[src/rtl/core/i2cblm_pkg.sv]
// Shared types and constants for the I2C bit-level master.
// Holds command codes, register indexes and the result record.
// No dependencies.
package i2cblm_pkg;

	// Command codes carried by an input item
	localparam logic [2:0] CMD_START = 3'd0;
	localparam logic [2:0] CMD_STOP  = 3'd1;
	localparam logic [2:0] CMD_WRITE = 3'd2;
	localparam logic [2:0] CMD_READ  = 3'd3;
	localparam logic [2:0] CMD_WACK  = 3'd4;

	// Configuration register indexes
	localparam int unsigned CFG_IDX_W = 8;
	localparam logic [CFG_IDX_W-1:0] REG_TICKS_PER_US   = 8'd0;
	localparam logic [CFG_IDX_W-1:0] REG_ACK_POLL_LIMIT = 8'd1;

	// Register widths and reset values
	localparam int unsigned CFG_W       = 10;
	localparam int unsigned DELAY_W     = 13;
	localparam logic [CFG_W-1:0] TICKS_RESET = 10'd100;
	localparam logic [CFG_W-1:0] POLL_RESET  = 10'd250;

	// One result item
	typedef struct packed {
		logic       scl_level;
		logic       sda_level;
		logic       sda_enable;
		logic       busy_res;
		logic       done_res;
		logic [7:0] rx_byte;
		logic       ack_missing;
	} result_t;

endpackage

[src/rtl/core/i2c_bit_level_master.sv]
// I2C bit-level master: one input item per clock tick of the bit timer; uses i2cblm_pkg.
// The result is registered at the edge that accepts its item.
// Throughput: one item per cycle unless in_stall is high; the tick update is one pass
// of logic between the state registers, and an output register plus one skid entry
// absorbs stalls. Reset (arst_n low): engine idle, SCL and SDA high, SDA released,
// ticks_per_us 100, ack_poll_limit 250, no results pending.
module i2c_bit_level_master (
	input  logic                             clk,
	input  logic                             arst_n,
	// input channel
	input  logic                             in_valid,
	output logic                             in_stall,
	input  logic                             cmd_valid,
	input  logic [2:0]                       command,
	input  logic [7:0]                       tx_byte,
	input  logic                             send_ack,
	input  logic                             sda_in,
	// output channel
	output logic                             out_valid,
	input  logic                             out_stall,
	output logic                             scl_level,
	output logic                             sda_level,
	output logic                             sda_enable,
	output logic                             busy_res,
	output logic                             done_res,
	output logic [7:0]                       rx_byte,
	output logic                             ack_missing,
	// configuration write channel
	input  logic                             cfg_valid,
	output logic                             cfg_ready,
	input  logic [i2cblm_pkg::CFG_IDX_W-1:0] cfg_index,
	input  logic [i2cblm_pkg::CFG_W-1:0]     cfg_data
);

	typedef enum logic [3:0] {
		PH_IDLE, PH_ST_A, PH_ST_B, PH_SP_A, PH_SP_B,
		PH_WR_SETUP, PH_WR_HIGH, PH_WR_LOW,
		PH_RD_LOW, PH_RD_HIGH, PH_AK_SETUP, PH_AK_HIGH,
		PH_WA_PRE, PH_WA_HIGH, PH_WA_POLL
	} phase_t;

	localparam int unsigned DW = i2cblm_pkg::DELAY_W;
	localparam int unsigned CW = i2cblm_pkg::CFG_W;

	// configuration
	logic [CW-1:0] ticks_per_us_q;
	logic [CW-1:0] ack_poll_limit_q;

	// engine state
	phase_t        phase_q;
	logic [DW-1:0] delay_count_q;
	logic [3:0]    bit_index_q;
	logic [7:0]    shift_q;
	logic [CW-1:0] poll_count_q;
	logic          ack_choice_q;
	logic          scl_q;
	logic          sda_q;
	logic          sda_oe_q;
	logic          ack_fail_q;
	logic [7:0]    rx_hold_q;

	// output register and skid
	logic                  out_valid_q;
	i2cblm_pkg::result_t   out_q;
	logic                  skid_valid_q;
	i2cblm_pkg::result_t   skid_q;

	// next-state values
	phase_t        n_phase;
	logic [DW-1:0] n_delay;
	logic [3:0]    n_bit_index;
	logic [7:0]    n_shift;
	logic [CW-1:0] n_poll;
	logic          n_ack_choice;
	logic          n_scl;
	logic          n_sda;
	logic          n_sda_oe;
	logic          n_ack_fail;
	logic [7:0]    n_rx_hold;
	logic          n_done;
	i2cblm_pkg::result_t res;

	logic          in_xfer;
	logic          out_pop;
	logic [3:0]    bit_inc;
	logic [DW-1:0] dly_1u;
	logic [DW-1:0] dly_2u;
	logic [DW-1:0] dly_4u;

	assign in_stall  = skid_valid_q;
	assign in_xfer   = in_valid && !in_stall;
	assign out_pop   = out_valid_q && !out_stall;
	assign cfg_ready = 1'b1;

	// phase lengths: units times ticks_per_us, as shifts
	assign dly_1u  = {{(DW-CW){1'b0}}, ticks_per_us_q};
	assign dly_2u  = {{(DW-CW-1){1'b0}}, ticks_per_us_q, 1'b0};
	assign dly_4u  = {{(DW-CW-2){1'b0}}, ticks_per_us_q, 2'b00};
	assign bit_inc = bit_index_q + 4'd1;

	// compute one tick of the engine
	always_comb begin
		n_phase      = phase_q;
		n_delay      = delay_count_q;
		n_bit_index  = bit_index_q;
		n_shift      = shift_q;
		n_poll       = poll_count_q;
		n_ack_choice = ack_choice_q;
		n_scl        = scl_q;
		n_sda        = sda_q;
		n_sda_oe     = sda_oe_q;
		n_ack_fail   = ack_fail_q;
		n_rx_hold    = rx_hold_q;
		n_done       = 1'b0;

		if (phase_q == PH_IDLE) begin
			// take a new command
			if (cmd_valid) begin
				case (command)
					i2cblm_pkg::CMD_START: begin
						n_sda_oe = 1'b1; n_scl = 1'b1; n_sda = 1'b1;
						n_phase = PH_ST_A; n_delay = dly_4u;
					end
					i2cblm_pkg::CMD_STOP: begin
						n_sda_oe = 1'b1; n_scl = 1'b0; n_sda = 1'b0;
						n_phase = PH_SP_A; n_delay = dly_4u;
					end
					i2cblm_pkg::CMD_WRITE: begin
						n_sda_oe = 1'b1; n_scl = 1'b0;
						n_bit_index = 4'd0;
						n_sda = tx_byte[7];
						n_shift = {tx_byte[6:0], 1'b0};
						n_phase = PH_WR_SETUP; n_delay = dly_2u;
					end
					i2cblm_pkg::CMD_READ: begin
						n_sda_oe = 1'b0; n_sda = 1'b1; n_scl = 1'b0;
						n_shift = 8'd0; n_bit_index = 4'd0; n_ack_choice = send_ack;
						n_phase = PH_RD_LOW; n_delay = dly_2u;
					end
					i2cblm_pkg::CMD_WACK: begin
						n_sda_oe = 1'b0; n_sda = 1'b1; n_ack_fail = 1'b0;
						n_phase = PH_WA_PRE; n_delay = dly_1u;
					end
					default: begin
						n_phase = PH_IDLE;
					end
				endcase
			end
		end else if (phase_q == PH_WA_POLL) begin
			// poll SDA for the acknowledge, stop on timeout
			if (!sda_in) begin
				n_scl = 1'b0; n_ack_fail = 1'b0;
				n_phase = PH_IDLE; n_done = 1'b1;
			end else if (poll_count_q >= ack_poll_limit_q) begin
				n_ack_fail = 1'b1;
				n_sda_oe = 1'b1; n_scl = 1'b0; n_sda = 1'b0;
				n_phase = PH_SP_A; n_delay = dly_4u;
			end else begin
				n_poll = poll_count_q + 1'b1;
			end
		end else if (delay_count_q > 13'd1) begin
			n_delay = delay_count_q - 1'b1;
		end else begin
			// phase time is up: advance
			case (phase_q)
				PH_ST_A: begin
					n_sda = 1'b0; n_phase = PH_ST_B; n_delay = dly_4u;
				end
				PH_ST_B: begin
					n_scl = 1'b0; n_phase = PH_IDLE; n_done = 1'b1;
				end
				PH_SP_A: begin
					n_scl = 1'b1; n_sda = 1'b1; n_phase = PH_SP_B; n_delay = dly_4u;
				end
				PH_SP_B: begin
					n_phase = PH_IDLE; n_done = 1'b1;
				end
				PH_WR_SETUP: begin
					n_scl = 1'b1; n_phase = PH_WR_HIGH; n_delay = dly_2u;
				end
				PH_WR_HIGH: begin
					n_scl = 1'b0; n_phase = PH_WR_LOW; n_delay = dly_2u;
				end
				PH_WR_LOW: begin
					n_bit_index = bit_inc;
					if (bit_inc[3]) begin
						n_phase = PH_IDLE; n_done = 1'b1;
					end else begin
						n_sda = shift_q[7];
						n_shift = {shift_q[6:0], 1'b0};
						n_phase = PH_WR_SETUP; n_delay = dly_2u;
					end
				end
				PH_RD_LOW: begin
					n_scl = 1'b1;
					n_shift = {shift_q[6:0], sda_in};
					n_phase = PH_RD_HIGH; n_delay = dly_1u;
				end
				PH_RD_HIGH: begin
					n_scl = 1'b0;
					n_bit_index = bit_inc;
					if (bit_inc[3]) begin
						n_rx_hold = shift_q;
						n_sda_oe = 1'b1;
						n_sda = !ack_choice_q;
						n_phase = PH_AK_SETUP; n_delay = dly_2u;
					end else begin
						n_phase = PH_RD_LOW; n_delay = dly_2u;
					end
				end
				PH_AK_SETUP: begin
					n_scl = 1'b1; n_phase = PH_AK_HIGH; n_delay = dly_2u;
				end
				PH_AK_HIGH: begin
					n_scl = 1'b0; n_phase = PH_IDLE; n_done = 1'b1;
				end
				PH_WA_PRE: begin
					n_scl = 1'b1; n_phase = PH_WA_HIGH; n_delay = dly_1u;
				end
				PH_WA_HIGH: begin
					n_poll = '0; n_phase = PH_WA_POLL;
				end
				default: begin
					n_phase = PH_IDLE;
				end
			endcase
		end

		res.scl_level   = n_scl;
		res.sda_level   = n_sda;
		res.sda_enable  = n_sda_oe;
		res.busy_res    = (n_phase != PH_IDLE);
		res.done_res    = n_done;
		res.rx_byte     = n_rx_hold;
		res.ack_missing = n_ack_fail;
	end

	// hold configuration registers
	always_ff @(posedge clk or negedge arst_n) begin
		if (!arst_n) begin
			ticks_per_us_q   <= i2cblm_pkg::TICKS_RESET;
			ack_poll_limit_q <= i2cblm_pkg::POLL_RESET;
		end else if (cfg_valid && cfg_ready) begin
			if (cfg_index == i2cblm_pkg::REG_TICKS_PER_US) begin
				ticks_per_us_q <= cfg_data;
			end
			if (cfg_index == i2cblm_pkg::REG_ACK_POLL_LIMIT) begin
				ack_poll_limit_q <= cfg_data;
			end
		end
	end

	// advance engine state on each accepted transfer
	always_ff @(posedge clk or negedge arst_n) begin
		if (!arst_n) begin
			phase_q       <= PH_IDLE;
			delay_count_q <= '0;
			bit_index_q   <= '0;
			shift_q       <= '0;
			poll_count_q  <= '0;
			ack_choice_q  <= 1'b0;
			scl_q         <= 1'b1;
			sda_q         <= 1'b1;
			sda_oe_q      <= 1'b0;
			ack_fail_q    <= 1'b0;
			rx_hold_q     <= '0;
		end else if (in_xfer) begin
			phase_q       <= n_phase;
			delay_count_q <= n_delay;
			bit_index_q   <= n_bit_index;
			shift_q       <= n_shift;
			poll_count_q  <= n_poll;
			ack_choice_q  <= n_ack_choice;
			scl_q         <= n_scl;
			sda_q         <= n_sda;
			sda_oe_q      <= n_sda_oe;
			ack_fail_q    <= n_ack_fail;
			rx_hold_q     <= n_rx_hold;
		end
	end

	// output register with skid entry
	always_ff @(posedge clk or negedge arst_n) begin
		if (!arst_n) begin
			out_valid_q  <= 1'b0;
			skid_valid_q <= 1'b0;
		end else begin
			if (in_xfer) begin
				if (!out_valid_q || out_pop) begin
					out_valid_q <= 1'b1;
				end else begin
					skid_valid_q <= 1'b1;
				end
			end else if (out_pop) begin
				out_valid_q  <= skid_valid_q;
				skid_valid_q <= 1'b0;
			end
		end
	end

	always_ff @(posedge clk) begin
		if (in_xfer) begin
			if (!out_valid_q || out_pop) begin
				out_q <= res;
			end else begin
				skid_q <= res;
			end
		end else if (out_pop && skid_valid_q) begin
			out_q <= skid_q;
		end
	end

	assign out_valid   = out_valid_q;
	assign scl_level   = out_q.scl_level;
	assign sda_level   = out_q.sda_level;
	assign sda_enable  = out_q.sda_enable;
	assign busy_res    = out_q.busy_res;
	assign done_res    = out_q.done_res;
	assign rx_byte     = out_q.rx_byte;
	assign ack_missing = out_q.ack_missing;

	// skid entry fills only behind a held result
	a_skid_behind_out: assert property (@(posedge clk) disable iff (!arst_n)
		skid_valid_q |-> out_valid_q)
		else $error("skid entry valid without output result");

	// released SDA always reads high
	a_released_high: assert property (@(posedge clk) disable iff (!arst_n)
		!sda_oe_q |-> sda_q)
		else $error("SDA level low while released");

	// a finished command leaves the engine idle
	a_done_idle: assert property (@(posedge clk) disable iff (!arst_n)
		(in_xfer && n_done) |=> (phase_q == PH_IDLE))
		else $error("engine busy after done");

	// idle with no command offered stays idle
	a_idle_hold: assert property (@(posedge clk) disable iff (!arst_n)
		(in_xfer && phase_q == PH_IDLE && !cmd_valid) |=> (phase_q == PH_IDLE))
		else $error("engine left idle without a command");

	// a stored result never shows done while busy
	a_done_not_busy: assert property (@(posedge clk) disable iff (!arst_n)
		(out_valid_q && out_q.done_res) |-> !out_q.busy_res)
		else $error("result shows done and busy together");

endmodule
[config.mk]
export PLATFORM = sky130hd
export DESIGN_NAME = i2c_bit_level_master
export DESIGN_NICKNAME = d
export VERILOG_FILES = /design/src/rtl/core/i2cblm_pkg.sv /design/src/rtl/core/i2c_bit_level_master.sv
export SDC_FILE = /design/constraint.sdc
export NUM_CORES = 1
export LEC_CHECK = 0
export BUFFER_PORTS_ARGS = -buffer_cell sky130_fd_sc_hd__buf_2
export CAP_MARGIN = 10
export CORE_MARGIN = 10
export CORE_UTILIZATION = 45
export CTS_CLUSTER_DIAMETER = 50
export CTS_CLUSTER_SIZE = 12
export DETAILED_ROUTE_END_ITERATION = 10
export PLACE_DENSITY = 0.69
export RECOVER_POWER = 100
export SETUP_SLACK_MARGIN = 0.15
export SLEW_MARGIN = 30
export SYNTH_ARGS = -nofsm -noshare
export SYNTH_HDL_FRONTEND = slang
export SYNTH_SLANG_ARGS = --single-unit
[constraint.sdc]
create_clock -name clk -period 2.8 [get_ports clk]
set_input_delay 0.28 -clock clk [delete_from_list [all_inputs] [get_ports clk]]
set_output_delay 0.28 -clock clk [all_outputs]
set_load 0.01 [all_outputs]
==> results.md, run 1 <==
### Worst setup path
- 0.19 ns — flop-to-flop setup slack
- delay_count_q[4] — destination of the worst register-to-register timing path
- clkbuf_2, and2_0, a31o_1, a211o_1, a21oi_2, buf_4, mux2i_1 — series of cell instances along the critical path
- flip-flop — kind of capture point of the worst setup path
- 2 — CP Buf/Inv Count
- 0.42 ns — maximum cell stage delay along the critical path
- flip-flop — Critical Path Source Type
- delay_count_q[4] — Worst Setup EP
- 3.08 ns — endpoint required time on the critical path
- phase_q[1] — startpoint of the most critical register-to-register path
- 2.89 ns — arrival time reported for the critical path endpoint
- compound AO/OA/AOI/OAI gates — crit-path leading delay family
- reg2reg — Setup Crit Path Kind
- 7 — number of cells traversed by the worst register-to-register path
- 23 — critical path peak fanout
- sky130_fd_sc_hd__a211o_1 — slowest cell on the critical path
- 7 — critical path depth
- phase_q[1] — critical path startpoint

### Pwr
- 0.399 mV — worst supply voltage drop on vdd
- 0.00519 W — Tot Pwr
- 730 mW/mm2 — Pwr per Cell Area
- 2.81 nW — static power due to leakage

### Synthesis
- 9.38 um2 — per-instance average area after synthesis
- 724 — syn_nets
- 77 — Distinct cells, synth
- 42.9% — sequential element share of the synthesized area
- 102 — Synth Register Bits
- 673 — post-synthesis cell count
- 28 — Post-synth EDFFs
- 72.5% — share of flip-flops with an asynchronous set or reset
- sky130_fd_sc_hd__dfrtp_1 — predominant post-synthesis flop cell
- 0.00631 mm2 — Netlist Area Pre-Place
- 0 — number of warnings issued by yosys

### STA
- -28.2% — max_slew headroom
- 0 — final number of setup-violating endpoints
- 75 — number of pins exceeding their max-slew limit in the final report
- 0 ns — final-layout setup total negative slack
- 1.92 ns — measured slew at the worst slew-check pin
- 2.61 ns — Final Critical Period
- yes — RSZ-0062 raised after global routing
- 0 — final hold violation count
- 0.0136 ns — Worst Clk Skew
- 93.1% — post-route fraction of the period consumed by the critical path
- 383 MHz — FMAX

### Floorplan
- 0.0192 mm2 — Die Footprint
- 138 um — overall die width
- 138 um — chip height
- 45.7% — starting density of the core
- 43 — standard-cell row count
- 0.0138 mm2 — core box area
- 54 — top-level port count

### Global route
- 0 — GRT Residual Overflow
- 75 — largest net degree at the start of global routing
- 27,600 um — global-route wire length before repair
- 5,380 — via count of the first global-routing pass
- 17.2% — GRT Total Usage
- 0 — initial antenna violation count

### CTS
- 0.36 ns — clock network latency to the later pin of the worst-skew pair
- 3 — H-tree levels
- 9 — CTS buffer count
- built — clock tree from TritonCTS
- 2 — maximum clock path buffer count
- sky130_fd_sc_hd__clkbuf_16 — clock tree root driver cell
- 102 — # clock sinks
- 0.07 ns — clk slew on worst S/H paths

### Detailed routing
- 510 — 1st-iter DRT viols
- 1130 um — met3 wirelength from detailed routing
- 6 — iteration count of the initial detailed-routing pass
- 6.09 — vias per cell
- 7920 um — metal2 WL
- 0 — number of design rule violations left after detail routing
- 7540 um — sum of routed wire segments on met1
- 16,900 um — sum of routed wire length over all layers
- 18.7 um — average wire length per cell after detail routing
- met4 — top layer in use
- 0 — residual antenna-violating net count after detailed routing
- 5,532 — routed via count

### Placed design
- 52 — port bufs
- 0.987 — weighted congestion at the end of routability-driven global placement
- 12,300 um — HPWL after detailed placement

### Hold path
- in2reg — Min-Delay Path Class

### Final layout
- 0 — count of inserted antenna diode cells
- 774 — nets
- 17.6% — share of cells above drive strength 1
- 12.6% — synth-to-layout area growth

### Flow run
- 1 — # Max-Cap Violations

### Status
- capacitance limit, slew limit — violations in the final reports
- finished with violations — status

Yosys cell counts, types with 14 or more instances:
cell type	instances	area [um2]
sky130_fd_sc_hd__clkbuf_1	25	93.8
sky130_fd_sc_hd__mux2i_1	29	290
sky130_fd_sc_hd__nand3_1	15	75.1
sky130_fd_sc_hd__nand2_1	75	282
sky130_fd_sc_hd__nor2_1	47	176
sky130_fd_sc_hd__a22oi_1	16	120
sky130_fd_sc_hd__edfxtp_1	28	841
sky130_fd_sc_hd__ha_1	14	175
sky130_fd_sc_hd__o21ai_1	18	90.1
sky130_fd_sc_hd__inv_1	33	124
sky130_fd_sc_hd__a211oi_1	17	128
sky130_fd_sc_hd__a21oi_1	46	230
sky130_fd_sc_hd__dfrtp_1	63	1580
sky130_fd_sc_hd__mux2_2	21	236
sky130_fd_sc_hd__o21ai_0	15	75.1
state kept, by name, summed over array words and instances, names as in the netlist, 4 cells and up:
| signal | flops |
|---|---|
| ack_poll_limit_q | 10 |
| shift_q | 8 |
| poll_count_q | 10 |
| delay_count_q | 13 |
| rx_byte | 8 |
| ticks_per_us_q | 10 |
| bit_index_q | 4 |
| skid_q | 14 |
| phase_q | 4 |
| rx_hold_q | 8 |
report_power, final:
| group | switching [W] | leakage (nW) | internal [W] |
|---|---|---|---|
| registers | 0.000247 | 1.14 | 0.00190 |
| clock network | 0.000604 | 0.143 | 0.000703 |
| logic | 0.00107 | 1.52 | 0.000665 |
stage by stage:
stage	instances	util (%)	hold WS (ns)	instance area [um2]	worst slack (ns)
2_1_floorplan	673	-	-0.0156	6310	0.465
3_3_place_gp	891	49.4	0.488	6830	0.193
3_5_place_dp	891	49.4	0.498	6830	0.143
4_1_cts	907	51.7	0.107	7140	0.217
5_1_grt	908	51.4	0.146	7110	0.0485
6_report	908	51.4	0.149	7110	0.192
worst min-delay path by stage:
stage          slack, ns     start                  end  cells after the start
2_1_floorplan      -0.02    arst_n         ack_choice_q                      0
3_3_place_gp        0.49    arst_n      poll_count_q[9]                      1
3_5_place_dp        0.50    arst_n  ack_poll_limit_q[2]                      1
4_1_cts             0.11    arst_n  ack_poll_limit_q[2]                      1
5_1_grt             0.15  send_ack         ack_choice_q                      2
6_report            0.15  send_ack         ack_choice_q                      2
cells by family after synthesis:
group / share of synthesized area (%)
other: 0.0594
adders and majority gates: 2.77
xor gates and xnor gates: 1.53
and+or+nand+nor: 18.7
muxes: 8.52
AOI/OAI and AO/OA: 20.8
buffers and inverters: 4.74
DFF: 42.9
metal layers:
metal / vias to the layer above / track usage, %
met5: - / 0
met1: 2673 / 22.1
met4: 0 / 6.44
met2: 229 / 27.0
met3: 34 / 4.52
li1: 2596 / -
what timing repair did:
action,in CTS,in global routing
buffers inserted,0,0
hold endpoints to repair,0,1
resized for setup,2,6
gates cloned,0,0
setup endpoints to repair,1,20
hold buffers,0,1
pin swaps,0,1
placed cells by master (no fill, tap or decap), types with 4 or more instances in the layout:
| master | count |
|---|---|
| sky130_fd_sc_hd__nor2b_1 | 9 |
| sky130_fd_sc_hd__clkbuf_16 | 9 |
| sky130_fd_sc_hd__nand2_1 | 75 |
| sky130_fd_sc_hd__xnor2_1 | 9 |
| sky130_fd_sc_hd__a31oi_1 | 7 |
| sky130_fd_sc_hd__nand2b_1 | 9 |
| sky130_fd_sc_hd__buf_4 | 20 |
| sky130_fd_sc_hd__buf_2 | 35 |
| sky130_fd_sc_hd__a22o_1 | 4 |
| sky130_fd_sc_hd__nand4_1 | 8 |
| sky130_fd_sc_hd__ha_1 | 14 |
| sky130_fd_sc_hd__inv_1 | 33 |
| sky130_fd_sc_hd__nor3b_1 | 9 |
| sky130_fd_sc_hd__a211oi_1 | 17 |
| sky130_fd_sc_hd__and3_1 | 5 |
| sky130_fd_sc_hd__clkbuf_1 | 20 |
| sky130_fd_sc_hd__o21ai_0 | 24 |
| sky130_fd_sc_hd__a21o_1 | 4 |
| sky130_fd_sc_hd__nor2_1 | 47 |
| sky130_fd_sc_hd__dfrtp_1 | 63 |
| sky130_fd_sc_hd__dfstp_2 | 11 |
| sky130_fd_sc_hd__and2_1 | 6 |
| sky130_fd_sc_hd__mux2_2 | 21 |
| sky130_fd_sc_hd__nor4_1 | 6 |
| sky130_fd_sc_hd__a22oi_1 | 16 |
| sky130_fd_sc_hd__o211ai_1 | 7 |
| sky130_fd_sc_hd__mux2i_1 | 29 |
| sky130_fd_sc_hd__edfxtp_1 | 28 |
| sky130_fd_sc_hd__nand3_1 | 15 |
| sky130_fd_sc_hd__o21ai_1 | 8 |
| sky130_fd_sc_hd__o31ai_1 | 9 |
| sky130_fd_sc_hd__or3_1 | 10 |
| sky130_fd_sc_hd__a221oi_1 | 9 |
| sky130_fd_sc_hd__a21oi_1 | 46 |
| sky130_fd_sc_hd__nor3_1 | 9 |
area by class of cell:
type | count | area [um2]
Tap cell | 180 | 225
Timing Repair Buffer | 79 | 425
Multi-Input combinational cell | 497 | 3320
Inverter | 34 | 128
Fill cell | 1291 | 6720
Sequential cell | 102 | 2710
Clock buffer | 9 | 225
Clock inverter | 7 | 80.1
Note: power is estimated with default switching activity, not from simulation.
==> inputs of run 2 (changes only) <==
Settings changed: CORE_ASPECT_RATIO set to 1.1, RECOVER_POWER 100 to 50, SETUP_SLACK_MARGIN 0.15 to 0.1.
==> run 2 against run 1 <==
- the run still ends with capacitance limit, slew limit left
- flip-flop and latch count did not move
- power rose by 2.4%
- maximum frequency rose by 2.2%
- worst hold slack barely moved
- core utilization rose by 0.62 points
- die area barely moved
- routed wire length rose by 0.30%
- worst setup slack improved by 0.057 ns
- clock power rose by 8%
- largest power group unchanged
==> results.md, run 2 (synthesis results as in run 1) <==
### Final layout
- 777 — nets, was 774
- sky130_fd_sc_hd__nand2_1, sky130_fd_sc_hd__dfrtp_1, sky130_fd_sc_hd__nor2_1 — commonest cells after routing, fill and taps aside, unchanged
- 18.3% — share of cells above drive strength 1, was 17.6%
- 0 — count of inserted antenna diode cells, unchanged
- 0.00718 mm2 — post-layout instance area, was 0.00711 mm2
- skid_q (14), delay_count_q (13) — registers with the most flip-flops, unchanged
- 14 — number of flip-flops under the largest register name, unchanged
- 13.7% — synth-to-layout area growth, was 12.6%
- sky130_fd_sc_hd__nand2_1 — commonest non-fill, non-tap cell in the layout, unchanged
- skid_q — register bank with the most flops, unchanged

### Hold path
- in2reg — Min-Delay Path Class, unchanged

### Detailed routing
- 17,000 um — sum of routed wire length over all layers, was 16,900 um
- 0 — number of design rule violations left after detail routing, unchanged
- 0 — residual antenna-violating net count after detailed routing, unchanged
- 5,516 — routed via count, was 5,532
- 5 — iteration count of the initial detailed-routing pass, was 6
- 18.5 um — average wire length per cell after detail routing, was 18.7 um
- 618 — 1st-iter DRT viols, was 510
- 6.00 — vias per cell, was 6.09

### STA
- 392 MHz — FMAX, was 383 MHz
- 0.249 ns — final setup margin, was 0.192 ns
- no — RSZ-0062 raised after global routing, was yes
- 0.0108 ns — Worst Clk Skew, was 0.0136 ns
- 91.1% — post-route fraction of the period consumed by the critical path, was 93.1%
- 2.55 ns — Final Critical Period, was 2.61 ns
- -25.1% — max_slew headroom, was -28.2%
- 0 ns — final-layout setup total negative slack, unchanged
- 0 — final hold violation count, unchanged
- 75 — number of pins exceeding their max-slew limit in the final report, unchanged
- 0 — final number of setup-violating endpoints, unchanged
- 1.88 ns — measured slew at the worst slew-check pin, was 1.92 ns

### CTS
- built — clock tree from TritonCTS, unchanged
- sky130_fd_sc_hd__clkbuf_16 — clock tree root driver cell, unchanged
- 0.37 ns — clock network latency to the later pin of the worst-skew pair, was 0.36 ns
- 102 — # clock sinks, unchanged
- 0 — number of setup buffers added after CTS, unchanged
- 3 — H-tree levels, unchanged
- 9 — CTS buffer count, unchanged
- 2 — maximum clock path buffer count, unchanged
- 0.08 ns — clk slew on worst S/H paths, was 0.07 ns

### Worst setup path
- reg2reg — Setup Crit Path Kind, unchanged
- flip-flop — Critical Path Source Type, unchanged
- 2.88 ns — endpoint required time on the critical path, was 3.08 ns
- 4 — critical path peak fanout, was 23
- flip-flop — kind of capture point of the worst setup path, unchanged
- 2.63 ns — arrival time reported for the critical path endpoint, was 2.89 ns

### Pwr
- 0.364 mV — worst supply voltage drop on vdd, was 0.399 mV
- 40.7% — share of power burned in registers, was 41.3%
- 0.00337 W — internal power consumption, was 0.00327 W
- 740 mW/mm2 — Pwr per Cell Area, was 730 mW/mm2
- 36.5% — switching portion of total power, was 37.0%
- 0.00194 W — Switch Pwr, was 0.00192 W
- 32.7% — Logic pwr share, was 33.5%
- 2.85 nW — static power due to leakage, was 2.81 nW
- 26.7% — clock network fraction of total power, was 25.2%

### Floorplan
- 0.0192 mm2 — Die Footprint, about the same
- 144 um — chip height, was 138 um
- 45.8% — starting density of the core, was 45.7%
- 45 — standard-cell row count, was 43
- 0.0138 mm2 — core box area, about the same
- 133 um — overall die width, was 138 um
- 54 — top-level port count, unchanged

### Status
- finished with violations — status, unchanged
- capacitance limit, slew limit — violations in the final reports, unchanged

### Global route
- 28,100 um — global-route wire length before repair, was 27,600 um
- 5,479 — via count of the first global-routing pass, was 5,380
- 75 — largest net degree at the start of global routing, unchanged
- 18.0% — GRT Total Usage, was 17.2%
- 0 — GRT Residual Overflow, unchanged
- 0 — initial antenna violation count, unchanged

### Placed design
- 0.940 — weighted congestion at the end of routability-driven global placement, was 0.987
- 12,600 um — HPWL after detailed placement, was 12,300 um
- 0.00687 mm2 — area after detailed placement, was 0.00683 mm2
- 52 — port bufs, unchanged
- 0.231 ns — worst-case setup slack after placement, was 0.143 ns

### Flow run
- 1 — # Max-Cap Violations, unchanged

run 2: changes by cell type in the layout (fill, tap and decap cells not counted), moves of 2 or more:
cell / before / now
sky130_fd_sc_hd__clkinvlp_4: 2 / 0
sky130_fd_sc_hd__o21ai_0: 24 / 15
sky130_fd_sc_hd__clkbuf_2: 3 / 1
sky130_fd_sc_hd__o21ai_1: 8 / 18
sky130_fd_sc_hd__inv_8: 0 / 2
sky130_fd_sc_hd__clkbuf_1: 20 / 18
sky130_fd_sc_hd__buf_4: 20 / 28
run 2: stage by stage:
step           utilization (%)  std cells  hold WS [ns]  total power, W
6_report                  52.0        919         0.149         0.00531
5_1_grt                   52.0        919         0.177         0.00561
4_1_cts                   52.2        919         0.117         0.00535
3_5_place_dp              49.8        903         0.491         0.00393
3_3_place_gp              49.8        903         0.487         0.00388
2_1_floorplan                -        673       -0.0156         0.00335
run 2: worst max-delay path, stage by stage (launching register included):
cell	delay, ns
sky130_fd_sc_hd__dfstp_2	0.54
sky130_fd_sc_hd__inv_1	0.04
sky130_fd_sc_hd__ha_1	0.30
sky130_fd_sc_hd__a21oi_1	0.13
sky130_fd_sc_hd__o21ai_0	0.16
sky130_fd_sc_hd__a31oi_2	0.27
sky130_fd_sc_hd__a21oi_1	0.20
sky130_fd_sc_hd__a2111oi_2	0.50
sky130_fd_sc_hd__nand4_1	0.14
run 2: layout make-up:
type	count	area [um2]
fillers	1276	6620
multi-input cells	497	3320
flip-flops and latches	102	2710
repair buffers	82	458
well taps	188	235
clock buffers	9	225
inverters	34	128
clock inverters	7	104
run 2: per-layer routing:
metal / part of all wire [%] / global-route usage (%) / routed length, um
met3: 6.2 / 3.19 / 1050
met5: 0 / 0 / 0
met1: 44 / 22.6 / 7430
met4: 3.4 / 9.10 / 571
met2: 47 / 29.3 / 7950
run 2: power groups by stage:
stage | clock [W] | combinational, W | sequential [W]
2_1_floorplan | 0 | 0.00120 | 0.00215
3_3_place_gp | 0 | 0.00172 | 0.00216
3_5_place_dp | 0 | 0.00176 | 0.00218
4_1_cts | 0.00144 | 0.00176 | 0.00215
5_1_grt | 0.00149 | 0.00193 | 0.00220
6_report | 0.00142 | 0.00174 | 0.00216
run 2: final timing paths:
path	startpoint	to	slack [ns]	depth (start not counted)
max	ack_poll_limit_q[7]	skid_q[10]	0.25	8
min	cfg_data[4]	ticks_per_us_q[4]	0.15	3
max reg2reg	ack_poll_limit_q[7]	skid_q[10]	0.25	8
min reg2reg	ack_fail_q	ack_fail_q	0.51	2
max in group asynchronous	arst_n	shift_q[5]	1.25	1
min in group asynchronous	arst_n	poll_count_q[9]	0.43	1
run 2: timing repair:
| action | 4_1_cts | 5_1_grt |
|---|---|---|
| endpoints found under the setup margin | 0 | 4 |
| gates resized for setup | 0 | 2 |
| hold buffers | 0 | 0 |
